[src/rtl/etu_pkg.sv]
`timescale 1ns / 1ps

package etu_pkg;

  localparam int FRAC_BITS  = 40;
  localparam int WORD_BITS  = 48;
  localparam int COORD_BITS = 12;

  localparam int OFS_BITS   = 48;
  localparam int STEP_BITS  = 47;
  localparam int SIZE_BITS  = 13;
  localparam int ITER_BITS  = 16;
  localparam int LIMIT_BITS = 47;

  localparam int CFG_ADDR_BITS = 3;
  localparam int CFG_DATA_BITS = 48;

  localparam int HALF_BITS  = (WORD_BITS + 1) / 2;
  localparam int MAG_BITS   = 2 * HALF_BITS;
  localparam int ACC_BITS   = 4 * HALF_BITS;
  localparam int D_BITS     = (COORD_BITS + 2 > SIZE_BITS + 1) ? COORD_BITS + 2 : SIZE_BITS + 1;
  localparam int CPROD_BITS = D_BITS + STEP_BITS + 1;
  localparam int W1_BITS    = (CPROD_BITS > OFS_BITS) ? CPROD_BITS : OFS_BITS;
  localparam int WIDE_BITS  = ((W1_BITS > WORD_BITS) ? W1_BITS : WORD_BITS) + 1;
  localparam int CMP_BITS   = (WORD_BITS > LIMIT_BITS) ? WORD_BITS : LIMIT_BITS;
  localparam int MSTEP_BITS = 2;

  localparam logic signed [WORD_BITS-1:0] WORD_MAX = {1'b0, {(WORD_BITS-1){1'b1}}};
  localparam logic signed [WORD_BITS-1:0] WORD_MIN = {1'b1, {(WORD_BITS-1){1'b0}}};
  localparam logic [ACC_BITS-1:0] ACC_WMAX = ACC_BITS'({1'b0, {(WORD_BITS-1){1'b1}}});
  localparam logic [ACC_BITS-1:0] ACC_WMIN_MAG = ACC_BITS'({1'b1, {(WORD_BITS-1){1'b0}}});

  localparam logic [CFG_ADDR_BITS-1:0] REG_OFFSET_RE     = 3'd0;
  localparam logic [CFG_ADDR_BITS-1:0] REG_OFFSET_IM     = 3'd1;
  localparam logic [CFG_ADDR_BITS-1:0] REG_PIXEL_STEP    = 3'd2;
  localparam logic [CFG_ADDR_BITS-1:0] REG_SCREEN_WIDTH  = 3'd3;
  localparam logic [CFG_ADDR_BITS-1:0] REG_SCREEN_HEIGHT = 3'd4;
  localparam logic [CFG_ADDR_BITS-1:0] REG_MAX_ITER      = 3'd5;
  localparam logic [CFG_ADDR_BITS-1:0] REG_ESCAPE_LIMIT  = 3'd6;

  localparam logic signed [OFS_BITS-1:0] OFFSET_RE_RST     = -48'sd439804651110;
  localparam logic signed [OFS_BITS-1:0] OFFSET_IM_RST     = 48'sd0;
  localparam logic [STEP_BITS-1:0]       PIXEL_STEP_RST    = 47'd7233629130;
  localparam logic [SIZE_BITS-1:0]       SCREEN_WIDTH_RST  = 13'd760;
  localparam logic [SIZE_BITS-1:0]       SCREEN_HEIGHT_RST = 13'd540;
  localparam logic [ITER_BITS-1:0]       MAX_ITER_RST      = 16'd100;
  localparam logic [LIMIT_BITS-1:0]      ESCAPE_LIMIT_RST  = 47'd10995116277760;

  typedef struct packed {
    logic signed [OFS_BITS-1:0] offset_re;
    logic signed [OFS_BITS-1:0] offset_im;
    logic [STEP_BITS-1:0]       pixel_step;
    logic [SIZE_BITS-1:0]       screen_width;
    logic [SIZE_BITS-1:0]       screen_height;
    logic [ITER_BITS-1:0]       max_iterations;
    logic [LIMIT_BITS-1:0]      escape_limit;
  } etu_cfg_t;

  typedef struct packed {
    logic                  ld_pix;
    logic                  coord_mul;
    logic                  coord_mul_im;
    logic                  coord_add;
    logic                  coord_add_im;
    logic                  mul_load;
    logic                  mul_step;
    logic [MSTEP_BITS-1:0] mul_idx;
    logic                  mul_fin;
    logic                  eval;
    logic                  upd;
  } etu_cmd_t;

  function automatic logic signed [WORD_BITS-1:0] sat_wide(
    input logic signed [WIDE_BITS-1:0] v
  );
    logic signed [WORD_BITS-1:0] r;
    if (v > WIDE_BITS'(WORD_MAX)) begin
      r = WORD_MAX;
    end else if (v < WIDE_BITS'(WORD_MIN)) begin
      r = WORD_MIN;
    end else begin
      r = v[WORD_BITS-1:0];
    end
    return r;
  endfunction

  function automatic logic signed [WORD_BITS-1:0] sat_add(
    input logic signed [WORD_BITS-1:0] a,
    input logic signed [WORD_BITS-1:0] b
  );
    logic [WORD_BITS:0] s;
    logic signed [WORD_BITS-1:0] r;
    s = {a[WORD_BITS-1], a} + {b[WORD_BITS-1], b};
    if (s[WORD_BITS] != s[WORD_BITS-1]) begin
      r = s[WORD_BITS] ? WORD_MIN : WORD_MAX;
    end else begin
      r = s[WORD_BITS-1:0];
    end
    return r;
  endfunction

endpackage

[src/rtl/etu_cfg.sv]
`timescale 1ns / 1ps

module etu_cfg import etu_pkg::*; (
  input  logic                     clk,
  input  logic                     rst_n,
  input  logic                     cfg_we,
  input  logic [CFG_ADDR_BITS-1:0] cfg_addr,
  input  logic [CFG_DATA_BITS-1:0] cfg_wdata,
  output etu_cfg_t                 cfg
);

  etu_cfg_t cfg_r;

  always_ff @(posedge clk) begin
    if (!rst_n) begin
      cfg_r.offset_re      <= OFFSET_RE_RST;
      cfg_r.offset_im      <= OFFSET_IM_RST;
      cfg_r.pixel_step     <= PIXEL_STEP_RST;
      cfg_r.screen_width   <= SCREEN_WIDTH_RST;
      cfg_r.screen_height  <= SCREEN_HEIGHT_RST;
      cfg_r.max_iterations <= MAX_ITER_RST;
      cfg_r.escape_limit   <= ESCAPE_LIMIT_RST;
    end else if (cfg_we) begin
      case (cfg_addr)
        REG_OFFSET_RE: begin
          cfg_r.offset_re <= cfg_wdata[OFS_BITS-1:0];
        end
        REG_OFFSET_IM: begin
          cfg_r.offset_im <= cfg_wdata[OFS_BITS-1:0];
        end
        REG_PIXEL_STEP: begin
          cfg_r.pixel_step <= cfg_wdata[STEP_BITS-1:0];
        end
        REG_SCREEN_WIDTH: begin
          cfg_r.screen_width <= cfg_wdata[SIZE_BITS-1:0];
        end
        REG_SCREEN_HEIGHT: begin
          cfg_r.screen_height <= cfg_wdata[SIZE_BITS-1:0];
        end
        REG_MAX_ITER: begin
          cfg_r.max_iterations <= cfg_wdata[ITER_BITS-1:0];
        end
        REG_ESCAPE_LIMIT: begin
          cfg_r.escape_limit <= cfg_wdata[LIMIT_BITS-1:0];
        end
        default: begin
        end
      endcase
    end
  end

  assign cfg = cfg_r;

endmodule

[config.mk]
export PLATFORM = sky130hd
export DESIGN_NAME = etu_cfg
export DESIGN_NICKNAME = d
export VERILOG_FILES = /design/src/rtl/etu_pkg.sv /design/src/rtl/etu_cfg.sv
export SDC_FILE = /design/constraint.sdc
export NUM_CORES = 1
export LEC_CHECK = 0
export BUFFER_PORTS_ARGS = -buffer_cell sky130_fd_sc_hd__buf_2
export CORE_MARGIN = 10
export CORE_UTILIZATION = 40
export DETAILED_ROUTE_END_ITERATION = 12
export GPL_ROUTABILITY_DRIVEN = 1
export PLACE_DENSITY_LB_ADDON = 0.2
export SLEW_MARGIN = 20
export SYNTH_ARGS = -nofsm -noshare
export SYNTH_HDL_FRONTEND = slang
export SYNTH_SLANG_ARGS = --single-unit
[constraint.sdc]
create_clock -name clk -period 1.2 [get_ports clk]
set_input_delay 0.06 -clock clk [delete_from_list [all_inputs] [get_ports clk]]
set_output_delay 0.06 -clock clk [all_outputs]
set_load 0.1 [all_outputs]
After elaboration in Yosys (flattened, before gate mapping)
Index checks and enable logic that the tools add are counted.

storage, ports and cells
  register bits after elaboration = 232
  input port bits = 54
  output and inout bits = 232

operators by class
  equality and inequality tests = 6
  reduce and logical (&&, ||, !) cells = 8

operators with widths
  cell                                                              number
  2-bit AND reduction                                               7
  3-bit == test (second input constant)                             3
  3-bit by 2-bit == test with 1-bit output (second input constant)  2
  3-bit by 1-bit == test with 1-bit output (second input constant)  1
  3-bit logical NOT                                                 1

Longest topological paths before layout
Gate-level depths: netlist of run 1.

  depth after elaboration = 2
  depth in mapped cells = 6

Worst setup path after synthesis of run 1
OpenSTA, ideal clock, no wires.

  path kind = reg2reg
  start point = reg, netlist name cfg[76]
  end point = reg cfg_r, in the netlist cfg[76]
  setup time = 0.073 ns
  arrival = 1.158 ns
  slack = -0.031 ns
  cell stages (with the launch flop) = 3
  buffers on the path = 0
  period minus slack after synthesis = 1.231 ns
  cells stage by stage = dfxtp_1 nand2_1 mux2i_1

RTL lines
  item           RTL line       text
  end, declared  etu_cfg.sv:12  etu_cfg_t cfg_r;

Final worst setup path of run 1
  start point = reg cfg_r, in the netlist cfg[42]
  end point = out cfg[42] in the netlist's numbering

RTL lines
  item           RTL line      text
  end, declared  etu_cfg.sv:9  output etu_cfg_t cfg

No word-level cell between the ends.

==> impl_metrics.env, run 1 <==
export IMPL_ios=286
export IMPL_hold_viol_final=0
export IMPL_cts_inserted_buffers=25
export IMPL_worst_pin_slew_ns=0.3038
export IMPL_largest_reg_flops=232
export IMPL_synthToLayoutAreaGrowth_pct=55.94
export IMPL_yosysSeqAreaShare=0.5227
export IMPL_powerDensity_nw_per_um2=1322
export IMPL_endpoint_kind="output pin"
export IMPL_nNetsFinal=1247
export IMPL_vdd_drop_max_mv=0.9300
export IMPL_layout_min_cycle_time_ns=1.172
export IMPL_finalWorstSetupSlack_ns=0.02795
export IMPL_critical_path_class="reg2out"
export IMPL_setup_tns_ns=0
export IMPL_clock_sinks=232
export IMPL_synth_area_sq_um=8886
export IMPL_grt_pass1_wl_mm=43.82
export IMPL_syn_nets=913
export IMPL_cp_slowest_cell="dfxtp_2"
export IMPL_gp_congestion=0.7570
export IMPL_setup_viol=0
export IMPL_synthDistinctLibCells=16
export IMPL_cts_max_level=1
export IMPL_pre_cts_slack_ns=-0.06252
export IMPL_place_area_sq_um=11160
export IMPL_antenna_found_initial=0
export IMPL_core_sq_um=21820
export IMPL_postRouteAntennaNets=0
export IMPL_mostFrequentLayoutCells="232 x mux2i_1, 232 x dfxtp_2, 218 x nand2_1"
export IMPL_required_ns=1.14
export IMPL_grt_overflow_total=0
export IMPL_max_clock_freq_mhz=853.2
export IMPL_antenna_cells=0
export IMPL_post_route_util=0.6350
export IMPL_port_buffers=285
export IMPL_max_stage_delay_ns=0.33
export IMPL_startpoint="cfg[42]"
export IMPL_grt_pass1_vias=7639
export IMPL_path_delay_family="flip-flops"
export IMPL_wl_per_cell_um=19.19
export IMPL_syn_area_per_cell_sq_um=10.34
export IMPL_arrival_ns=1.11
export IMPL_cts_clk_slew_worst_paths_ns=0.06
export IMPL_fin_cells=1490
export IMPL_cts_max_path_buffers=3
export IMPL_finClkSkew_ns=0
export IMPL_ys_ff_latch=232
export IMPL_drc=0
export IMPL_die_x_um=169.0
export IMPL_dr_pass1_iters=4
export IMPL_relSlewSlack=0.7970
export IMPL_holdCritStartpoint="cfg_addr[0]"
export IMPL_grt_max_degree=38
export IMPL_start_kind="flip-flop"
export IMPL_start_util=0.4072
export IMPL_hold_class="in2reg"
export IMPL_dp_cells=1397
export IMPL_dp_hpwl_mm=19.33
export IMPL_die_h_um=169.0
export IMPL_drive_above_1_share=0.4983
export IMPL_crit_buf_inv=1
export IMPL_leakage_nw=6.325
export IMPL_drt_wl_total_mm=28.60
export IMPL_drv_cap=0
export IMPL_critical_path_max_fanout=2
export IMPL_root_buffer="clkbuf_16"
export IMPL_grt_use_total=0.1880
export IMPL_vias=7213
export IMPL_holdWs_ns=0.1292
export IMPL_rows=54
export IMPL_post_cts_buffers=0
export IMPL_maxSlewViolCount=0
export IMPL_fillCellCount=1694
export IMPL_ys_warn_count=0
export IMPL_routed_via_density=4.841
export IMPL_path_cells="buf_4"
export IMPL_tritoncts="built"
export IMPL_die_area_sq_um=28580
export IMPL_power_mw=18.32
export IMPL_status="completed"
export IMPL_clkLatencyLatePin_ns=0.50
export IMPL_r2r_start="cfg[85]"
export IMPL_syn_inst=859
export IMPL_design_area_sq_um=13860
export IMPL_finalCritPeriodShare=0.9767
export IMPL_first_iter_violations=330
logic make-up (layout without fill, tap and decap cells):
logic type    Yosys count  count (layout)  share of synthesized area
flops                 232             232                     0.5227
simple gates          328             328                     0.1735
mux                   232             232                     0.2613
buf+inv                67             418                    0.04252
synthesized netlist by cell type:
library cell | instances | share of area
or4b_1 | 1 | 0.0011
nand4bb_1 | 2 | 0.0025
and4b_1 | 1 | 0.0011
dfxtp_1 | 232 | 0.52
nand4b_1 | 3 | 0.0030
clkbuf_1 | 25 | 0.011
buf_6 | 10 | 0.013
mux2i_1 | 232 | 0.26
buf_4 | 5 | 0.0042
buf_2 | 26 | 0.015
and4bb_1 | 1 | 0.0014
buf_1 | 1 | 0.00042
nand2_1 | 219 | 0.093
nor2b_1 | 99 | 0.070
nor4bb_1 | 1 | 0.0011
nor4b_1 | 1 | 0.00099
final timing paths:
check                  end  slack [ns]  cells past startpoint
setup / recovery   cfg[42]        0.03                      1
hold / removal    cfg[216]        0.13                      4
setup reg to reg   cfg[85]        0.48                      2
hold reg to reg   cfg[131]        0.46                      2
power breakdown:
part | total [mW] | switching, mW | internal [mW] | leakage (nW)
Combinational | 2.77 | 1.92 | 0.856 | 3.99
Sequential | 8.04 | 0.134 | 7.91 | 1.93
Clock | 7.51 | 3.06 | 4.45 | 0.405
Total | 18.3 | 5.11 | 13.2 | 6.33
worst min-delay path, stage by stage:
cell,delay [ns]
buf_2,0.18
nor4b_2,0.08
buf_4,0.16
mux2i_1,0.11
cell type report:
type,instances,area (sq um),share of cell area
clock buffers,36,737.0,0.05318
clock inverters,8,65.06,0.004695
multi-input cells,560,3910,0.2822
flip-flops and latches,232,4935,0.3561
well taps,280,350.3,0.02528
repair buffers,374,3860,0.2786
repair_timing:
action / CTS / global route
pin swaps: 0 / 0
gates resized for setup: 394 / 58
hold buffers: 48 / 1
setup endpoints to repair: 231 / 69
endpoints found under the hold margin: 199 / 1
per-layer routing:
layer,track usage,wire (um),up-vias
met5,0,0,-
met2,0.3212,13900,235
li1,-,-,3487
met1,0.2177,11460,3456
met3,0.07133,2726,35
met4,0.04428,514,0
No activity file was read; power rests on OpenSTA's default activity.
==> run 2: changes to the inputs <==
==> constraint.sdc (replaced) <==
create_clock -name clk -period 1 [get_ports clk]
set_input_delay 0.05 -clock clk [delete_from_list [all_inputs] [get_ports clk]]
set_output_delay 0.05 -clock clk [all_outputs]
set_load 0.1 [all_outputs]
==> impl_metrics.env, run 2 (synthesis results as in run 1) <==
export IMPL_postRouteAntennaNets=0
export IMPL_fillCellCount=1362
export IMPL_first_iter_violations=346
export IMPL_design_area_sq_um=16640
export IMPL_layout_min_cycle_time_ns=1.108
export IMPL_required_ns=0.95
export IMPL_relSlewSlack=0.7829
export IMPL_antenna_found_initial=0
export IMPL_clock_sinks=232
export IMPL_port_buffers=285
export IMPL_critical_path_max_fanout=2
export IMPL_hold_class="in2reg"
export IMPL_hold_viol_final=0
export IMPL_holdCritStartpoint="cfg_wdata[10]"
export IMPL_place_area_sq_um=14840
export IMPL_die_x_um=169.0
export IMPL_dp_hpwl_mm=21.85
export IMPL_crit_buf_inv=1
export IMPL_drc=0
export IMPL_grt_use_total=0.1997
export IMPL_tritoncts="built"
export IMPL_rsz0062_at_grt="yes"
export IMPL_grt_pass1_vias=7922
export IMPL_startpoint="cfg[207]"
export IMPL_arrival_ns=1.06
export IMPL_holdWs_ns=0.02045
export IMPL_die_h_um=169.0
export IMPL_power_mw=22.71
export IMPL_endpoint_kind="output pin"
export IMPL_wl_per_cell_um=19.19
export IMPL_cts_max_path_buffers=3
export IMPL_grt_overflow_total=0
export IMPL_start_kind="flip-flop"
export IMPL_rows=54
export IMPL_worst_pin_slew_ns=0.3248
export IMPL_start_util=0.4072
export IMPL_gp_congestion=0.7617
export IMPL_finClkSkew_ns=0
export IMPL_max_clock_freq_mhz=902.2
export IMPL_drive_above_1_share=0.5271
export IMPL_largest_reg_flops=232
export IMPL_finalCritPeriodShare=1.108
export IMPL_pre_cts_slack_ns=-0.1972
export IMPL_cts_max_level=1
export IMPL_powerDensity_nw_per_um2=1365
export IMPL_path_cells="buf_12"
export IMPL_grt_max_degree=70
export IMPL_setup_viol=232
export IMPL_cts_clk_slew_worst_paths_ns=0.06
export IMPL_max_stage_delay_ns=0.36
export IMPL_vdd_drop_max_mv=1.269
export IMPL_mostFrequentLayoutCells="255 x buf_12, 232 x mux2i_1, 220 x dfxtp_2"
export IMPL_cp_slowest_cell="dfxtp_2"
export IMPL_nNetsFinal=1328
export IMPL_path_delay_family="flip-flops"
export IMPL_root_buffer="clkbuf_16"
export IMPL_critical_path_class="reg2out"
export IMPL_leakage_nw=7.415
export IMPL_routed_via_density=4.803
export IMPL_vias=7540
export IMPL_grt_pass1_wl_mm=45.76
export IMPL_maxSlewViolCount=0
export IMPL_dr_pass1_iters=4
export IMPL_drv_cap=0
export IMPL_setup_tns_ns=-21.50
export IMPL_violations="negative setup slack"
export IMPL_drt_wl_total_mm=30.13
export IMPL_synthToLayoutAreaGrowth_pct=87.22
export IMPL_core_sq_um=21820
export IMPL_final_common_cell="buf_12"
export IMPL_antenna_cells=0
export IMPL_r2r_start="cfg[35]"
export IMPL_finalWorstSetupSlack_ns=-0.1084
export IMPL_clkLatencyLatePin_ns=0.51
export IMPL_die_area_sq_um=28580
export IMPL_status="finished, violations left"
export IMPL_cts_inserted_buffers=25
export IMPL_ios=286
==> run 2: area by class of cell <==
class                   count  area, sq um  share of cell area
repair buffers            455         6600              0.3967
flip-flops and latches    232         4965              0.2984
multi-input cells         560         3914              0.2353
clock buffers              37        720.7             0.04332
well taps                 280        350.3             0.02106
clock inverters             6        86.33            0.005190
==> run 2: metal layers <==
layer	global-route usage	vias to the layer above	share of wire
met5	0	-	0
met4	0.04765	0	0.022
met3	0.08360	41	0.096
met2	0.3571	228	0.50
met1	0.2131	3624	0.38
li1	-	3647	-
==> run 2: path summary, 6_finish.rpt <==
check	slack [ns]	cells after the start	endpoint
setup / recovery	-0.11	1	cfg[207]
hold / removal	0.02	3	cfg[73]
setup reg to reg	0.15	4	cfg[35]
hold reg to reg	0.48	2	cfg[181]
==> run 2: report_power, final <==
| group | internal (mW) | switching [mW] | total, mW | leakage, nW |
|---|---|---|---|---|
| registers | 9.47 | 0.222 | 9.69 | 1.94 |
| logic | 1.51 | 2.34 | 3.85 | 5.08 |
| clock network | 5.47 | 3.69 | 9.17 | 0.393 |
==> run 2: timing repair <==
item	CTS	global route
setup endpoints to repair	232	232
cloned	0	0
hold buffers	47	0
setup buffers	37	28
pin swaps	0	0
hold endpoints to repair	215	0
gates resized for setup	6	6
==> run 2: metrics by stage <==
stage | cells | utilization
floorplan | 859 | -
global placement | 1415 | 0.6800
detailed placement | 1415 | 0.6800
CTS | 1542 | 0.7520
global route | 1570 | 0.7623
finish | 1570 | 0.7623
==> run 3: changes to the inputs <==
--- a/config.mk
+++ b/config.mk
@@ -11,6 +11,7 @@
 export DETAILED_ROUTE_END_ITERATION = 12
 export GPL_ROUTABILITY_DRIVEN = 1
 export PLACE_DENSITY_LB_ADDON = 0.2
+export REMOVE_ABC_BUFFERS = 1
 export SLEW_MARGIN = 20
 export SYNTH_ARGS = -nofsm -noshare
 export SYNTH_HDL_FRONTEND = slang
==> impl_metrics.env, run 3 (synthesis results as in run 1) <==
export IMPL_finClkSkew_ns=0
export IMPL_crit_buf_inv=1
export IMPL_pwr_share_clk=0.411
export IMPL_holdCritStartpoint="rst_n"
export IMPL_grt_use_total=0.1915
export IMPL_finalWorstSetupSlack_ns=-0.1163
export IMPL_setup_viol=232
export IMPL_hold_depth=4
export IMPL_path_cells="buf_12"
export IMPL_dr_pass1_iters=6
export IMPL_drc=0
export IMPL_drt_wl_total_mm=29.07
export IMPL_layout_min_cycle_time_ns=1.116
export IMPL_violations="negative setup slack"
export IMPL_nNetsFinal=1306
export IMPL_antenna_found_initial=0
export IMPL_mostFrequentLayoutCells="247 x buf_12, 232 x mux2i_1, 225 x dfxtp_2"
export IMPL_internal_power_mw=16.68
export IMPL_synthToLayoutAreaGrowth_pct=84.27
export IMPL_die_x_um=169.0
export IMPL_r2r_cells=4
export IMPL_max_clock_freq_mhz=895.8
export IMPL_tritoncts="built"
export IMPL_regToRegSetupSlack_ns=0.18
export IMPL_port_buffers=285
export IMPL_start_util=0.4072
export IMPL_holdPathEnd="cfg[5]"
export IMPL_path_delay_family="flip-flops"
export IMPL_clock_sinks=232
export IMPL_core_sq_um=21820
export IMPL_cp_slowest_cell="dfxtp_2"
export IMPL_clkLatencyLatePin_ns=0.52
export IMPL_dp_hpwl_mm=20.58
export IMPL_relSlewSlack=0.7683
export IMPL_antenna_cells=0
export IMPL_finalCritPeriodShare=1.116
export IMPL_holdWs_ns=0.07820
export IMPL_cts_clk_slew_worst_paths_ns=0.06
export IMPL_drive_above_1_share=0.5193
export IMPL_wl_per_cell_um=18.76
export IMPL_vdd_drop_max_mv=1.443
export IMPL_fillCellCount=1339
export IMPL_r2r_end="cfg[74]"
export IMPL_postRouteAntennaNets=0
export IMPL_cts_max_path_buffers=3
export IMPL_grt_overflow_total=0
export IMPL_start_kind="flip-flop"
export IMPL_grt_max_degree=67
export IMPL_cts_max_level=1
export IMPL_ios=286
export IMPL_fin_cells=1549
export IMPL_first_iter_violations=315
export IMPL_rsz0062_at_grt="yes"
export IMPL_place_area_sq_um=14400
export IMPL_dp_cells=1411
export IMPL_switching_power_mw=6.185
export IMPL_endpoint_kind="output pin"
export IMPL_grt_pass1_wl_mm=44.30
export IMPL_rows=54
export IMPL_critical_path_class="reg2out"
export IMPL_max_stage_delay_ns=0.36
export IMPL_largest_reg_flops=232
export IMPL_r2r_start="cfg[74]"
export IMPL_die_h_um=169.0
export IMPL_arrival_ns=1.07
export IMPL_worst_pin_slew_ns=0.3476
export IMPL_cts_inserted_buffers=25
export IMPL_seqPwrFrac=0.424
export IMPL_powerDensity_nw_per_um2=1396
export IMPL_leakage_nw=7.254
export IMPL_path_depth=1
export IMPL_routed_via_density=4.786
export IMPL_gp_congestion=0.7846
export IMPL_required_ns=0.95
export IMPL_hold_class="in2reg"
export IMPL_hold_viol_final=0
export IMPL_drv_cap=0
export IMPL_maxSlewViolCount=0
export IMPL_final_common_cell="buf_12"
export IMPL_grt_pass1_vias=7809
export IMPL_critical_path_max_fanout=2
export IMPL_status="finished, violations left"
export IMPL_pre_cts_slack_ns=-0.2858
export IMPL_root_buffer="clkbuf_16"
export IMPL_design_area_sq_um=16370
export IMPL_vias=7414
export IMPL_combPwrFrac=0.165
export IMPL_swShare=0.2706
export IMPL_die_area_sq_um=28580
export IMPL_post_route_util=0.7503
==> run 3: changes by cell type in the layout (fill, tap and decap cells not counted), moves of 5 or more <==
cell     before  now
buf_4       100   85
buf_12      255  247
dfxtp_2     220  225
dfxtp_4      12    7
==> run 3: worst max-delay path by stage <==
stage	slack, ns	start	endpoint
global placement	-0.22	cfg_addr[0]	cfg[226]
CTS	-0.14	cfg[47]	cfg[47]
floorplan	-5.99	cfg_addr[2]	cfg[184]
finish	-0.12	cfg[47]	cfg[47]
global route	-0.15	cfg[150]	cfg[150]
detailed placement	-0.29	cfg_addr[0]	cfg[219]
==> run 3: repair_timing <==
item,in CTS,in global routing
endpoints found under the hold margin,230,0
hold buffers,48,0
buffers inserted,25,21
endpoints found under the setup margin,232,232
resized for setup,233,6
gates cloned,0,0
==> run 3: per-stage QoR <==
| step | setup TNS [ns] | power (mW) |
|---|---|---|
| final | -21.21 | 22.86 |
| after global routing | -29.48 | 23.57 |
| after CTS | -26.62 | 23.03 |
| after detailed placement | -23.96 | 13.43 |
| after global placement | -20.08 | 13.39 |
| after floorplan | -451.16 | 11.81 |
==> run 3: worst min-delay path, delay by kind of cell <==
| kind | cells | cell delay (ns) |
|---|---|---|
| AND/OR/NAND/NOR | 1 | 0.06 |
| buffers and inverters | 2 | 0.36 |
| multiplexers | 1 | 0.06 |
==> run 3: final cells by class <==
cell class,count,area (sq um),share of cell area
timing repair buffer,433,6337,0.3870
sequential,232,4952,0.3024
multi-input combinational,560,3896,0.2379
clock buffer,36,716.9,0.04378
tap,280,350.3,0.02140
clock inverter,8,121.4,0.007412
==> run 3: routing by layer <==
layer	vias up	share of wire	global-route usage	wire [um]
met5	-	0	0	0
met4	0	0.030	0.05553	868
met3	47	0.091	0.08129	2650
met2	230	0.50	0.3402	14480
met1	3536	0.38	0.2018	11070
li1	3601	-	-	-
==> run 3: power groups by stage <==
stage               logic [mW]  clock network, mW  registers (mW)
floorplan                0.579                  0            11.2
global placement          3.52                  0            9.86
detailed placement        3.56                  0            9.87
CTS                       3.76               9.57            9.71
global route              3.92               9.94            9.71
finish                    3.78               9.39            9.70
