### src/rtl/etu_pkg.sv
`timescale 1ns / 1ps

package etu_pkg;

  localparam int FRAC_BITS  = 40;
  localparam int WORD_BITS  = 48;
  localparam int COORD_BITS = 12;

  localparam int OFS_BITS   = 48;
  localparam int STEP_BITS  = 47;
  localparam int SIZE_BITS  = 13;
  localparam int ITER_BITS  = 16;
  localparam int LIMIT_BITS = 47;

  localparam int CFG_ADDR_BITS = 3;
  localparam int CFG_DATA_BITS = 48;

  localparam int HALF_BITS  = (WORD_BITS + 1) / 2;
  localparam int MAG_BITS   = 2 * HALF_BITS;
  localparam int ACC_BITS   = 4 * HALF_BITS;
  localparam int D_BITS     = (COORD_BITS + 2 > SIZE_BITS + 1) ? COORD_BITS + 2 : SIZE_BITS + 1;
  localparam int CPROD_BITS = D_BITS + STEP_BITS + 1;
  localparam int W1_BITS    = (CPROD_BITS > OFS_BITS) ? CPROD_BITS : OFS_BITS;
  localparam int WIDE_BITS  = ((W1_BITS > WORD_BITS) ? W1_BITS : WORD_BITS) + 1;
  localparam int CMP_BITS   = (WORD_BITS > LIMIT_BITS) ? WORD_BITS : LIMIT_BITS;
  localparam int MSTEP_BITS = 2;

  localparam logic signed [WORD_BITS-1:0] WORD_MAX = {1'b0, {(WORD_BITS-1){1'b1}}};
  localparam logic signed [WORD_BITS-1:0] WORD_MIN = {1'b1, {(WORD_BITS-1){1'b0}}};
  localparam logic [ACC_BITS-1:0] ACC_WMAX = ACC_BITS'({1'b0, {(WORD_BITS-1){1'b1}}});
  localparam logic [ACC_BITS-1:0] ACC_WMIN_MAG = ACC_BITS'({1'b1, {(WORD_BITS-1){1'b0}}});

  localparam logic [CFG_ADDR_BITS-1:0] REG_OFFSET_RE     = 3'd0;
  localparam logic [CFG_ADDR_BITS-1:0] REG_OFFSET_IM     = 3'd1;
  localparam logic [CFG_ADDR_BITS-1:0] REG_PIXEL_STEP    = 3'd2;
  localparam logic [CFG_ADDR_BITS-1:0] REG_SCREEN_WIDTH  = 3'd3;
  localparam logic [CFG_ADDR_BITS-1:0] REG_SCREEN_HEIGHT = 3'd4;
  localparam logic [CFG_ADDR_BITS-1:0] REG_MAX_ITER      = 3'd5;
  localparam logic [CFG_ADDR_BITS-1:0] REG_ESCAPE_LIMIT  = 3'd6;

  localparam logic signed [OFS_BITS-1:0] OFFSET_RE_RST     = -48'sd439804651110;
  localparam logic signed [OFS_BITS-1:0] OFFSET_IM_RST     = 48'sd0;
  localparam logic [STEP_BITS-1:0]       PIXEL_STEP_RST    = 47'd7233629130;
  localparam logic [SIZE_BITS-1:0]       SCREEN_WIDTH_RST  = 13'd760;
  localparam logic [SIZE_BITS-1:0]       SCREEN_HEIGHT_RST = 13'd540;
  localparam logic [ITER_BITS-1:0]       MAX_ITER_RST      = 16'd100;
  localparam logic [LIMIT_BITS-1:0]      ESCAPE_LIMIT_RST  = 47'd10995116277760;

  typedef struct packed {
    logic signed [OFS_BITS-1:0] offset_re;
    logic signed [OFS_BITS-1:0] offset_im;
    logic [STEP_BITS-1:0]       pixel_step;
    logic [SIZE_BITS-1:0]       screen_width;
    logic [SIZE_BITS-1:0]       screen_height;
    logic [ITER_BITS-1:0]       max_iterations;
    logic [LIMIT_BITS-1:0]      escape_limit;
  } etu_cfg_t;

  typedef struct packed {
    logic                  ld_pix;
    logic                  coord_mul;
    logic                  coord_mul_im;
    logic                  coord_add;
    logic                  coord_add_im;
    logic                  mul_load;
    logic                  mul_step;
    logic [MSTEP_BITS-1:0] mul_idx;
    logic                  mul_fin;
    logic                  eval;
    logic                  upd;
  } etu_cmd_t;

  function automatic logic signed [WORD_BITS-1:0] sat_wide(
    input logic signed [WIDE_BITS-1:0] v
  );
    logic signed [WORD_BITS-1:0] r;
    if (v > WIDE_BITS'(WORD_MAX)) begin
      r = WORD_MAX;
    end else if (v < WIDE_BITS'(WORD_MIN)) begin
      r = WORD_MIN;
    end else begin
      r = v[WORD_BITS-1:0];
    end
    return r;
  endfunction

  function automatic logic signed [WORD_BITS-1:0] sat_add(
    input logic signed [WORD_BITS-1:0] a,
    input logic signed [WORD_BITS-1:0] b
  );
    logic [WORD_BITS:0] s;
    logic signed [WORD_BITS-1:0] r;
    s = {a[WORD_BITS-1], a} + {b[WORD_BITS-1], b};
    if (s[WORD_BITS] != s[WORD_BITS-1]) begin
      r = s[WORD_BITS] ? WORD_MIN : WORD_MAX;
    end else begin
      r = s[WORD_BITS-1:0];
    end
    return r;
  endfunction

endpackage

### src/rtl/etu_ctrl.sv
`timescale 1ns / 1ps

module etu_ctrl import etu_pkg::*; (
  input  logic                 clk,
  input  logic                 rst_n,
  input  logic                 in_valid,
  output logic                 in_ready,
  output logic                 out_valid,
  input  logic                 out_ready,
  output logic [ITER_BITS-1:0] out_count,
  output logic                 out_in_set,
  input  logic [ITER_BITS-1:0] max_iterations,
  input  logic                 escape,
  output etu_cmd_t             cmd
);

  typedef enum logic [3:0] {
    S_IDLE,
    S_CRE,
    S_CIM,
    S_CFIN,
    S_LOAD,
    S_MUL,
    S_FIN,
    S_EVAL,
    S_UPD,
    S_DONE
  } state_t;

  state_t                state_r;
  state_t                state_nxt;
  logic [ITER_BITS-1:0]  iter_r;
  logic [ITER_BITS-1:0]  iter_nxt;
  logic [MSTEP_BITS-1:0] mstep_r;
  logic [MSTEP_BITS-1:0] mstep_nxt;
  logic                  res_in_set_r;
  logic                  res_in_set_nxt;
  logic                  out_valid_r;
  logic                  out_valid_nxt;
  logic [ITER_BITS-1:0]  out_count_r;
  logic [ITER_BITS-1:0]  out_count_nxt;
  logic                  out_in_set_r;
  logic                  out_in_set_nxt;
  logic                  last_iter;

  assign last_iter = ((ITER_BITS+1)'(iter_r) + 1'b1) == (ITER_BITS+1)'(max_iterations);

  always_comb begin
    state_nxt      = state_r;
    iter_nxt       = iter_r;
    mstep_nxt      = mstep_r;
    res_in_set_nxt = res_in_set_r;
    out_valid_nxt  = out_valid_r;
    out_count_nxt  = out_count_r;
    out_in_set_nxt = out_in_set_r;
    cmd            = '0;

    if (out_valid_r && out_ready) begin
      out_valid_nxt = 1'b0;
    end

    case (state_r)
      S_IDLE: begin
        cmd.ld_pix = in_valid;
        if (in_valid) begin
          state_nxt = S_CRE;
        end
      end
      S_CRE: begin
        cmd.coord_mul = 1'b1;
        state_nxt     = S_CIM;
      end
      S_CIM: begin
        cmd.coord_mul    = 1'b1;
        cmd.coord_mul_im = 1'b1;
        cmd.coord_add    = 1'b1;
        state_nxt        = S_CFIN;
      end
      S_CFIN: begin
        cmd.coord_add    = 1'b1;
        cmd.coord_add_im = 1'b1;
        iter_nxt         = '0;
        if (max_iterations == '0) begin
          res_in_set_nxt = 1'b1;
          state_nxt      = S_DONE;
        end else begin
          state_nxt = S_LOAD;
        end
      end
      S_LOAD: begin
        cmd.mul_load = 1'b1;
        mstep_nxt    = '0;
        state_nxt    = S_MUL;
      end
      S_MUL: begin
        cmd.mul_step = 1'b1;
        cmd.mul_idx  = mstep_r;
        mstep_nxt    = mstep_r + 1'b1;
        if (&mstep_r) begin
          state_nxt = S_FIN;
        end
      end
      S_FIN: begin
        cmd.mul_fin = 1'b1;
        state_nxt   = S_EVAL;
      end
      S_EVAL: begin
        if (escape) begin
          res_in_set_nxt = 1'b0;
          state_nxt      = S_DONE;
        end else begin
          cmd.eval  = 1'b1;
          state_nxt = S_UPD;
        end
      end
      S_UPD: begin
        cmd.upd = 1'b1;
        if (last_iter) begin
          res_in_set_nxt = 1'b1;
          state_nxt      = S_DONE;
        end else begin
          iter_nxt  = iter_r + 1'b1;
          state_nxt = S_LOAD;
        end
      end
      S_DONE: begin
        if (!out_valid_r || out_ready) begin
          out_valid_nxt  = 1'b1;
          out_count_nxt  = res_in_set_r ? '0 : iter_r;
          out_in_set_nxt = res_in_set_r;
          state_nxt      = S_IDLE;
        end
      end
      default: begin
        state_nxt = S_IDLE;
      end
    endcase
  end

  always_ff @(posedge clk) begin
    if (!rst_n) begin
      state_r      <= S_IDLE;
      iter_r       <= '0;
      mstep_r      <= '0;
      res_in_set_r <= 1'b0;
      out_valid_r  <= 1'b0;
      out_count_r  <= '0;
      out_in_set_r <= 1'b0;
    end else begin
      state_r      <= state_nxt;
      iter_r       <= iter_nxt;
      mstep_r      <= mstep_nxt;
      res_in_set_r <= res_in_set_nxt;
      out_valid_r  <= out_valid_nxt;
      out_count_r  <= out_count_nxt;
      out_in_set_r <= out_in_set_nxt;
    end
  end

  assign in_ready   = (state_r == S_IDLE);
  assign out_valid  = out_valid_r;
  assign out_count  = out_count_r;
  assign out_in_set = out_in_set_r;

endmodule

### config.mk
export PLATFORM = sky130hd
export DESIGN_NAME = etu_ctrl
export DESIGN_NICKNAME = d
export VERILOG_FILES = /design/src/rtl/etu_pkg.sv /design/src/rtl/etu_ctrl.sv
export SDC_FILE = /design/constraint.sdc
export NUM_CORES = 1
export LEC_CHECK = 0
export BUFFER_PORTS_ARGS = -buffer_cell sky130_fd_sc_hd__buf_2
export CORE_MARGIN = 2
export CORE_UTILIZATION = 55
export DETAILED_ROUTE_END_ITERATION = 7
export MAX_ROUTING_LAYER = met4
export PLACE_DENSITY = 0.8
export SLEW_MARGIN = 15
export SYNTH_ARGS = -nofsm -noshare
export SYNTH_HDL_FRONTEND = slang
export SYNTH_SLANG_ARGS = --single-unit
### constraint.sdc
create_clock -name clk -period 3.7 [get_ports clk]
set_input_delay 0.555 -clock clk [delete_from_list [all_inputs] [get_ports clk]]
set_output_delay 0.555 -clock clk [all_outputs]
set_load 0.05 [all_outputs]
After elaboration in Yosys (flattened, before gate mapping)
Index checks and enable logic that the tools add are counted.
{"block": "totals", "reg_bits": 41, "inputBits": 21, "wordCells": 71}
{"block": "classes", "n_addsub": 3, "n_eq_ne": 17, "mux": 29, "reduce_logical": 15}
{"operator": "one-hot mux 4 bit (10 select lines)", "count": 1}
{"operator": "2-to-1 mux 16 bit", "count": 2}
{"operator": "one-hot mux 16 bit (2 select lines)", "count": 1}
{"operator": "2-to-1 mux 4 bit", "count": 5}
{"operator": "adder 16 x 1 -> 17 bit (second input constant)", "count": 1}
{"operator": "== test 17 x 16 -> 1 bit", "count": 1}
{"operator": "2-to-1 mux 1 bit", "count": 17}
{"operator": "adder 16 x 1 -> 16 bit (second input constant)", "count": 1}
{"operator": "== test 4 x 3 -> 1 bit (second input constant)", "count": 4}
{"operator": "zero test 16 bit", "count": 1}
{"operator": "!= test 2 bit (second input constant)", "count": 7}
{"operator": "== test 4 x 2 -> 1 bit (second input constant)", "count": 2}
{"operator": "== test 4 bit (second input constant)", "count": 2}
{"operator": "AND reduction 2 bit", "count": 3}
{"operator": "== test 4 x 1 -> 1 bit (second input constant)", "count": 1}
{"operator": "zero test 4 bit", "count": 1}
{"operator": "one-hot mux 2 bit (2 select lines)", "count": 1}
{"operator": "AND reduction 4 bit", "count": 1}
{"operator": "nonzero test 2 bit", "count": 2}
{"operator": "OR reduction 2 bit", "count": 2}
{"operator": "2-to-1 mux 3 bit", "count": 1}
{"operator": "one-hot mux 1 bit (3 select lines)", "count": 1}
{"operator": "AND reduction 3 bit", "count": 1}
{"operator": "nonzero test 3 bit", "count": 1}
{"operator": "4 further kinds", "count": 4}

Logic depth before layout (Yosys ltp)
Gate-level depths: netlist of run 1.
{"block": "depth", "ltp_word": 4, "mapped_depth": 10}

Worst setup path before layout of run 1
Ideal clock, no wire load.
{"block": "synth_timing", "kind": "reg-to-output", "startpoint": "register state_r[1]", "endpoint": "output cmd[11] in the netlist's numbering", "arrival_time_ps": 2734, "setup_slack_ps": 411, "stages_incl_launch_ff": 5, "path_cell_list": "dfxtp_1 clkbuf_1 clkbuf_1 nor4_1 and2_1"}
{"item": "start: declaration", "line": "etu_ctrl.sv:30", "rtl": "state_t state_r;"}
{"item": "start signal: assignment", "line": "etu_ctrl.sv:150", "rtl": "state_r <= state_nxt;"}
{"item": "end: declaration", "line": "etu_ctrl.sv:14", "rtl": "output etu_cmd_t cmd"}

Worst setup path after layout of run 1
{"block": "layout_timing", "startpoint": "register iter_r[0]", "endpoint": "register iter_r[10]"}
{"block": "layout_via", "elab_chain_len": 4}
{"item": "start: declaration", "line": "etu_ctrl.sv:32", "rtl": "logic [ITER_BITS-1:0] iter_r;"}
{"item": "start signal: assignment", "line": "etu_ctrl.sv:151", "rtl": "iter_r <= iter_nxt;"}
{"item": "adder 16 x 1 -> 17 bit", "line": "etu_ctrl.sv:46", "rtl": "assign last_iter = ((ITER_BITS+1)'(iter_r) + 1'b1) == (ITER_BITS+1)'(max_iterations);"}
{"item": "== test 17 x 16 -> 1 bit", "line": "etu_ctrl.sv:46"}
{"item": "!= test 2 bit (no line)"}
{"item": "AND reduction 2 bit (no line)"}
Several ways; a longest one is shown, not always the timed one. The select of a mux whose other input is x is not followed.
A chain may end at the register's enable or synchronous reset.

==> flow_summary.toml, run 1 <==
[floorplan]
die_y_um = 72.1
die_area_sq_um = 5200
core-area_sq_um = 4410
start_util = 0.579
ios = 52
die_w_um = 72.1
rows = 24

[timing]
slew_headroom = 0.288
final-setup-viol-count = 0
tightest_slew_ps = 1070
fmax_mhz = 343
fin_crit_sh = 0.789
rsz0062_at_grt = "false"
final.min_clock_period_ps = 2920
finalClockSkew_ps = 9.58
hold_viol = 0
maxSlewViolCount = 0
fin_setup_tns_ps = 0

[finish]
n_antenna_cell = 0
final_common_cell = "buf_2"
area.growth.synth_to_final_pct = 13.2
fin_area_sq_um = 2890
final_layout_size_suffix_gt1_frac = 0.189
nets = 377
layout_common_cells = "51 x buf_2, 41 x dfxtp_1, 30 x a21oi_1, 27 x nor2_1, 19 x nand3_1"

[critical_path]
worstPathMaxFanout = 8
crit_arrival_ps = 3170
crit_top_cell = "nand3_1"
rr_worst_depth = 8
end_kind = "register"
r2r_end = "iter_r[10]$_SDFFE_PN0P_"
start_kind = "register"
r2r_start = "iter_r[0]$_SDFFE_PN0P_"
path_cells = "ha_1 -> nand3_1 -> or4_1 -> xnor2_1 -> nand3_1 -> or4_4 -> a2111oi_2 -> a41o_1"
r2r_setup_slack_ps = 780
cp_top_family = "simple AND/OR/NAND/NOR gates"
critPathBufInv = 0
path_class = "reg2reg"
critical-path-slowest-cell = "or4_1"
slowest_delay_ps = 610
required_ps = 3950

[synth]
ys_warn_count = 0
yosysTopAreaCell = "dfxtp_1"
synth_flop_cell = "dfxtp_1"
syn_area_sq_um = 2550
async_flop_share = 0
synthCells = 320
synth_edf_count = 0
syn_area_per_cell_sq_um = 7.98
synth_area_leaders = "dfxtp_1 32%, a21oi_1 5.9%, xnor2_1 5.8%"
synth.distinct_cells = 44
yosys_register_bits = 41
synth.net_count = 343
yosysSeqAreaShare = 0.321
synth_top_area_share = 0.321

[detailed_routing]
avgRoutedWirePerCell_um = 15.7
ant_nets = 0
vias = 2519
drc = 0
drt_wl_total_um = 6380
vias_per_cell = 6.19
initialDrtViolationCount = 238
firstDrtPassIters = 7

[grt]
overflow = 0
grt_max_degree = 35
grt_pass1_wl_um = 10600
antenna_found_initial = 0
grt_pass1_vias = 2146
grt_usage = 0.263

[clocking]
cts_tree = "done"
numCtsBuffers = 5
cts_root_buf = "clkbuf_8"
clock-sinks = 41
holdBufCountCts = 0
post_cts_buffers = 0
cts.htree.levels = 2
ctsResizeCount = 0
cts.reportedPaths.clkPinSlew_ps = 80
clockBufferDepth = 2
insertion_delay_ps = 300

[min_path]
hold_start = "out_count[12]$_SDFFE_PN0P_"
holdPathStages = 2
min_to = "out_count[12]$_SDFFE_PN0P_"
hold_path_class = "reg2reg"

[power]
p_leak_nw = 1.10
power.density_nw_per_um2 = 349
peakVddDrop_uv = 310

[run]
max-cap-violations = 0

[placement]
dpl-instance-area_sq_um = 2780
dp_hpwl_um = 4530
io_buffers = 51
gp_congestion = 0.886

[outcome]
status = "finished clean"
worst max-delay path by stage:
stage / from / to / depth (start not counted)
after global placement: iter_r[0]$_SDFFE_PN0P_ / iter_r[10]$_SDFFE_PN0P_ / 8
after detailed placement: iter_r[0]$_SDFFE_PN0P_ / iter_r[10]$_SDFFE_PN0P_ / 8
after global routing: iter_r[0]$_SDFFE_PN0P_ / res_in_set_r$_SDFFE_PN0P_ / 9
final: iter_r[0]$_SDFFE_PN0P_ / iter_r[10]$_SDFFE_PN0P_ / 8
after floorplan: state_r[1]$_SDFFE_PN0P_ / cmd[11] / 4
after CTS: iter_r[0]$_SDFFE_PN0P_ / iter_r[10]$_SDFFE_PN0P_ / 8
worst register-to-register path, delay by kind of cell (launching register included):
kind / cells / cell delay, ps
DFF: 1 / 520
AOI/OAI and AO/OA: 2 / 470
xor gates and xnor gates: 1 / 160
adders and majority gates: 1 / 290
and+or+nand+nor: 4 / 1430
logic make-up (layout without fill, tap and decap cells):
kind of cell             count (synthesis)  after routing  share of synthesized area
multiplexers                             7              7                     0.0274
buffers and inverters                   32             67                     0.0534
adder cells (fa/ha/maj)                  2              2                    0.00980
flip-flops                              41             41                      0.321
AO/OA/AOI/OAI                           62             62                      0.158
AND/OR/NAND/NOR                        152            152                      0.347
XOR/XNOR                                24             24                     0.0823
area by class of cell:
class	instances	area (sq um)
clock inverters	1	30.0
inverters	6	22.5
flip-flops and latches	41	821
well taps	52	65.1
clock buffers	7	86.3
repair buffers	53	270
multi-input cells	247	1600
fillers	375	1520
Yosys cell counts, types with 2 or more instances:
library cell / instances
xor2_1: 7
o2111ai_1: 5
mux2i_1: 7
o21ai_0: 8
dfxtp_1: 41
nand2_1: 14
nor3_1: 16
or3_1: 6
and2_1: 5
or4b_1: 2
nor4_2: 2
inv_1: 6
nor2_1: 27
o22ai_1: 3
ha_1: 2
o311ai_0: 4
and4_1: 2
nor3b_1: 15
xnor2_1: 17
and3_1: 5
nor4_1: 7
nor2b_1: 4
a21oi_1: 30
nand2b_1: 8
nand3_1: 19
nand4_1: 7
or4_1: 8
clkbuf_1: 20
buf_2: 4
o41ai_1: 5
through the flow:
stage | util | hold WS [ps] | setup WS, ps | power (mW) | instances
after detailed placement | 0.629 | 473 | 833 | 0.641 | 399
after CTS | 0.655 | 491 | 815 | 1.02 | 407
after floorplan | - | 462 | 411 | 0.601 | 320
after global placement | 0.629 | 466 | 966 | 0.640 | 399
after global routing | 0.655 | 524 | 576 | 1.04 | 407
final | 0.655 | 483 | 782 | 1.01 | 407
report_power, final:
group | leakage, nW | switching [mW] | internal [mW]
registers | 0.331 | 0.0232 | 0.447
logic | 0.712 | 0.111 | 0.0499
clock network | 0.0585 | 0.158 | 0.220
sequential cells by signal, indices dropped and copies added, names as in the netlist:
name / cells
state_r: 4
out_valid: 1
mstep_r: 2
out_in_set: 1
out_count: 16
res_in_set_r: 1
iter_r: 16
per-layer routing:
layer	track usage	vias to the layer above	share of wire	routed length, um
met5	-	-	0	0
met1	0.411	1150	0.49	3140
met2	0.341	113	0.42	2670
met3	0.0347	9	0.074	472
met4	0.0881	0	0.014	91
li1	-	1247	-	-
Power figures use the tool's default switching activity.
==> inputs of run 2 (changes only) <==
- clock period: 3.7 -> 2.9 ns (I/O delays scaled with it)
==> run 2 against run 1 <==
Wire length is 8.6% higher; register-to-register slack got worse by 580 ps; clock skew decreased by 5.9 ps; sequential power up 26%; largest power group unchanged; critical endpoint unchanged; largest cell class unchanged; setup slack got worse by 580 ps; first-iteration DRC count up 19%; critical path type unchanged; die area unchanged; global-route usage rose by 0.99 points; count of clock-buffer cells in the layout down 2.
==> flow_summary.toml, run 2 (same netlist as run 1, synthesis figures left out) <==
[timing]
slew_headroom = 0.542
maxSlewViolCount = 0
finalClockSkew_ps = 3.73
fmax_mhz = 371
final.min_clock_period_ps = 2700
tightest_slew_ps = 686
final-setup-viol-count = 0
hold_viol = 0
hold_ws_ps = 487
fin_crit_sh = 0.930

[finish]
layout_common_cells = "51 x buf_2, 41 x dfxtp_1, 30 x a21oi_1, 27 x nor2_1"
final_common_cell = "buf_2"
n_antenna_cell = 0
nets = 394
area.growth.synth_to_final_pct = 17.6
num-fill-cells = 372
final_layout_size_suffix_gt1_frac = 0.231

[power]
power.density_nw_per_um2 = 396
p_leak_nw = 1.19
finalPower_mw = 1.19
peakVddDrop_uv = 345

[critical_path]
required_ps = 3140
start_kind = "register"
path_class = "reg2reg"
critical-path-slowest-cell = "or4_4"
end_kind = "register"
path_cells = "nand3_1 -> or3_4 -> nor4_2 -> o22ai_1 -> or4_4 -> a2111oi_2 -> a41o_1"
slowest_delay_ps = 570
r2r_setup_slack_ps = 200
crit_arrival_ps = 2940
worstPathMaxFanout = 8

[floorplan]
die_area_sq_um = 5200
die_w_um = 72.1
rows = 24
core-area_sq_um = 4410
start_util = 0.579
ios = 52
die_y_um = 72.1

[detailed_routing]
avgRoutedWirePerCell_um = 16.3
firstDrtPassIters = 5
vias = 2662
initialDrtViolationCount = 284
drc = 0
ant_nets = 0
drt_wl_total_um = 6920
vias_per_cell = 6.28

[clocking]
cts.htree.levels = 2
clock-sinks = 41
clockBufferDepth = 2
cts_tree = "done"
numCtsBuffers = 5
cts_root_buf = "clkbuf_8"
insertion_delay_ps = 290
cts.reportedPaths.clkPinSlew_ps = 80

[grt]
overflow = 0
antenna_found_initial = 0
grt_max_degree = 34
grt_usage = 0.273
grt_pass1_wl_um = 11100
grt_pass1_vias = 2359

[outcome]
status = "finished clean"

[placement]
gp_congestion = 0.945
io_buffers = 51
dp_hpwl_um = 5080

[min_path]
hold_path_class = "reg2reg"

[run]
max-cap-violations = 0
run 2: cell types whose count changed in the layout (fill, tap and decap cells not counted):
cell        change
buf_4          +17
bufinv_16       -1
clkbuf_1        -1
clkbuf_8        -1
clkinv_2        +2
clkinvlp_4      +1
nor4_1          -1
nor4_4          +1
run 2: worst max-delay path: cells and delay by family, from the launching register on:
family | cells | cell delay, ps
AND/OR/NAND/NOR | 4 | 1570
flip-flops | 1 | 450
AO/OA/AOI/OAI | 3 | 630
run 2: power breakdown:
group | total (mW) | internal, mW | leakage (nW) | switching (mW)
logic | 0.231 | 0.0717 | 0.811 | 0.159
registers | 0.590 | 0.570 | 0.331 | 0.0202
clock network | 0.368 | 0.166 | 0.0439 | 0.202
total | 1.19 | 0.808 | 1.19 | 0.381
run 2: path summary, 6_finish.rpt:
| kind | from | end | cells after the start |
|---|---|---|---|
| worst max register to register | iter_r[5]$_SDFFE_PN0P_ | iter_r[10]$_SDFFE_PN0P_ | 7 |
| worst max-delay path | iter_r[5]$_SDFFE_PN0P_ | iter_r[10]$_SDFFE_PN0P_ | 7 |
| worst min register to register | out_count[11]$_SDFFE_PN0P_ | out_count[11]$_SDFFE_PN0P_ | 2 |
| worst min-delay path | out_count[11]$_SDFFE_PN0P_ | out_count[11]$_SDFFE_PN0P_ | 2 |
run 2: through the flow:
stage / setup TNS (ps) / instance area [sq um] / utilization / instances / worst slack (ps)
floorplan: 0 / 2560 / - / 320 / 342
global placement: 0 / 2900 / 0.657 / 415 / 165
detailed placement: 0 / 2900 / 0.657 / 415 / 91.3
CTS: 0 / 2990 / 0.677 / 423 / 60.4
global route: -15.9 / 3000 / 0.681 / 424 / -15.9
finish: 0 / 3000 / 0.681 / 424 / 202
run 2: metal layers:
| layer | share of wire | track usage | up-vias |
|---|---|---|---|
| met3 | 0.081 | 0.0417 | 18 |
| met4 | 0.014 | 0.0713 | 0 |
| met2 | 0.45 | 0.394 | 127 |
| li1 | - | - | 1282 |
| met1 | 0.46 | 0.397 | 1235 |
| met5 | 0 | - | - |
run 2: area by class of cell:
type	instances	area, sq um	share of cell area
Clock buffer	5	68.8	0.0229
Clock inverter	3	17.5	0.00583
Inverter	6	22.5	0.00750
Multi-Input combinational cell	247	1610	0.536
Sequential cell	41	821	0.273
Tap cell	52	65.1	0.0217
Timing Repair Buffer	70	398	0.132
run 2: what timing repair did:
| action | CTS | global route |
|---|---|---|
| setup endpoints to repair | 0 | 17 |
| resized for setup | 0 | 1 |
| hold buffers | 0 | 0 |
| buffers inserted | 0 | 1 |
==> inputs of run 3 (changes only) <==
- CORE_UTILIZATION: 55 -> 25
- PLACE_DENSITY: 0.8 -> unset
- clock period: 2.9 -> 2.5 ns (I/O delays scaled with it)
==> run 3 against run 2 <==
The flow now finishes with violations (setup timing); clock skew rose by 2.4 ps; wire length rose by 17%; count of clock-buffer cells in the layout rose by 2; largest cell class unchanged; first-iteration DRC count fell by 26%; largest power group unchanged; final area rose by 16%; non-clock buffer count rose by 24; worst hold slack got worse by 44 ps; register-to-register slack got worse by 280 ps; setup slack got worse by 280 ps; flip-flop and latch count did not move.
==> flow_summary.toml, run 3 (same netlist as run 1, synthesis figures left out) <==
[outcome]
status = "finished, violations left"
failed_checks = "setup timing"

[placement]
dpl-instance-area_sq_um = 3150
gp_congestion = 0.889
dp_hpwl_um = 5810
io_buffers = 51

[critical_path]
end_kind = "register"
slowest_delay_ps = 600
cp_top_family = "simple AND/OR/NAND/NOR gates"
required_ps = 2740
crit_arrival_ps = 2820
path_cells = "ha_4 -> and3_4 -> or4b_4 -> o22ai_4 -> o22ai_4 -> or4_4 -> a2111oi_4 -> a41o_1"
rr_worst_depth = 8
critical-path-slowest-cell = "or4_4"
crit_top_cell = "o22ai_4"
start_kind = "register"
r2r_end = "iter_r[10]$_SDFFE_PN0P_"
r2r_start = "iter_r[0]$_SDFFE_PN0P_"
critPathBufInv = 0
r2r_setup_slack_ps = -70
path_class = "reg2reg"
worstPathMaxFanout = 6

[floorplan]
die_w_um = 105
die_area_sq_um = 11000
die_y_um = 105
start_util = 0.259
rows = 36
core-area_sq_um = 9860
ios = 52

[detailed_routing]
drt_wl_total_um = 8120
firstDrtPassIters = 4
drc = 0
ant_nets = 0
avgRoutedWirePerCell_um = 15.4
vias_per_cell = 5.13
initialDrtViolationCount = 209
vias = 2714

[timing]
slew_headroom = 0.581
fin_crit_sh = 1.03
final-setup-viol-count = 4
fin_setup_tns_ps = -132
tightest_slew_ps = 628
hold_viol = 0
fmax_mhz = 389
final.min_clock_period_ps = 2570
maxSlewViolCount = 0
finalClockSkew_ps = 6.15
fin_ws_ps = -74.0
rsz0062_at_grt = "true"

[clocking]
cts_root_buf = "clkbuf_8"
cts_tree = "done"
insertion_delay_ps = 290
holdBufCountCts = 0
clockBufferDepth = 2
cts.htree.levels = 2
clock-sinks = 41
cts.reportedPaths.clkPinSlew_ps = 80
numCtsBuffers = 5

[min_path]
hold_path_class = "in2reg"
holdPathStages = 3
hold_start = "out_ready"
min_to = "out_valid$_SDFF_PN0_"

[finish]
layout_common_cells = "51 x buf_2, 38 x buf_4, 33 x dfxtp_1, 29 x a21oi_1, 26 x nor2_1"
nets = 418
fin_area_sq_um = 3470
num-fill-cells = 1001
n_antenna_cell = 0
final_layout_size_suffix_gt1_frac = 0.341
final_common_cell = "buf_2"
area.growth.synth_to_final_pct = 35.9

[grt]
grt_max_degree = 34
grt_pass1_vias = 2550
grt_usage = 0.146
overflow = 0
grt_pass1_wl_um = 12800
antenna_found_initial = 0

[power]
p_leak_nw = 1.35
peakVddDrop_uv = 242
power.density_nw_per_um2 = 417

[run]
max-cap-violations = 0
[run 3: cell count changes in the layout (fill, tap and decap cells not counted), moves of 5 or more]
cell / previous run / this run
buf_6: 0 / 5
dfxtp_1: 41 / 33
dfxtp_2: 0 / 7
buf_4: 19 / 38
[run 3: metrics by stage]
step / utilization / hold WS, ps / setup slack, ps / cells / total power, mW
after detailed placement: 0.319 / 483 / -53.9 / 515 / 0.975
after CTS: 0.337 / 441 / -23.9 / 525 / 1.46
after global routing: 0.352 / 457 / -139 / 529 / 1.52
final: 0.352 / 443 / -74.0 / 529 / 1.45
after floorplan: - / 462 / 33.3 / 320 / 0.891
after global placement: 0.319 / 468 / 11.8 / 515 / 0.971
[run 3: layout make-up]
class                      count  area (sq um)  share of cell area
tap                          133           166              0.0479
timing repair buffer          94           597               0.172
sequential                    41           833               0.240
clock inverter                 1          5.00             0.00144
clock buffer                   7          96.3              0.0278
inverter                       6          22.5             0.00649
multi-input combinational    247          1750               0.504
[run 3: metal layers]
layer  track usage  share of wire  routed length [um]  vias up
met4        0.0495          0.015                 119        0
met3        0.0318          0.055                 448       11
met1         0.202           0.49                3960     1303
met5             -              0                   0        -
li1              -              -                   -     1327
met2         0.211           0.44                3600       73
[run 3: power breakdown]
part | switching (mW) | internal, mW | total (mW) | leakage, nW
Clock | 0.230 | 0.250 | 0.480 | 0.0542
Sequential | 0.0103 | 0.660 | 0.670 | 0.335
Combinational | 0.205 | 0.0939 | 0.299 | 0.964
Total | 0.445 | 1.00 | 1.45 | 1.35
[run 3: worst max path at each step]
| stage | startpoint | endpoint | slack (ps) | depth (start not counted) |
|---|---|---|---|---|
| after floorplan | state_r[3]$_SDFFE_PN0P_ | cmd[11] | 30 | 3 |
| after global placement | max_iterations[8] | res_in_set_r$_SDFFE_PN0P_ | 10 | 9 |
| after detailed placement | max_iterations[8] | iter_r[10]$_SDFFE_PN0P_ | -50 | 8 |
| after CTS | iter_r[0]$_SDFFE_PN0P_ | iter_r[10]$_SDFFE_PN0P_ | -20 | 8 |
| after global routing | iter_r[0]$_SDFFE_PN0P_ | iter_r[13]$_SDFFE_PN0P_ | -140 | 11 |
| final | iter_r[0]$_SDFFE_PN0P_ | iter_r[10]$_SDFFE_PN0P_ | -70 | 8 |
[run 3: worst reg2reg max path, delay by kind of cell, from the launching register on]
kind                     cells  cell delay [ps]
AND/OR/NAND/NOR              3             1280
flip-flops                   1              350
AO/OA/AOI/OAI                4              730
adder cells (fa/ha/maj)      1              180
[run 3: timing repair]
item	CTS	global route
setup buffers	2	2
cloned	0	2
endpoints found under the setup margin	4	20
pin swaps	2	11
endpoints found under the hold margin	0	0
resized for setup	10	32
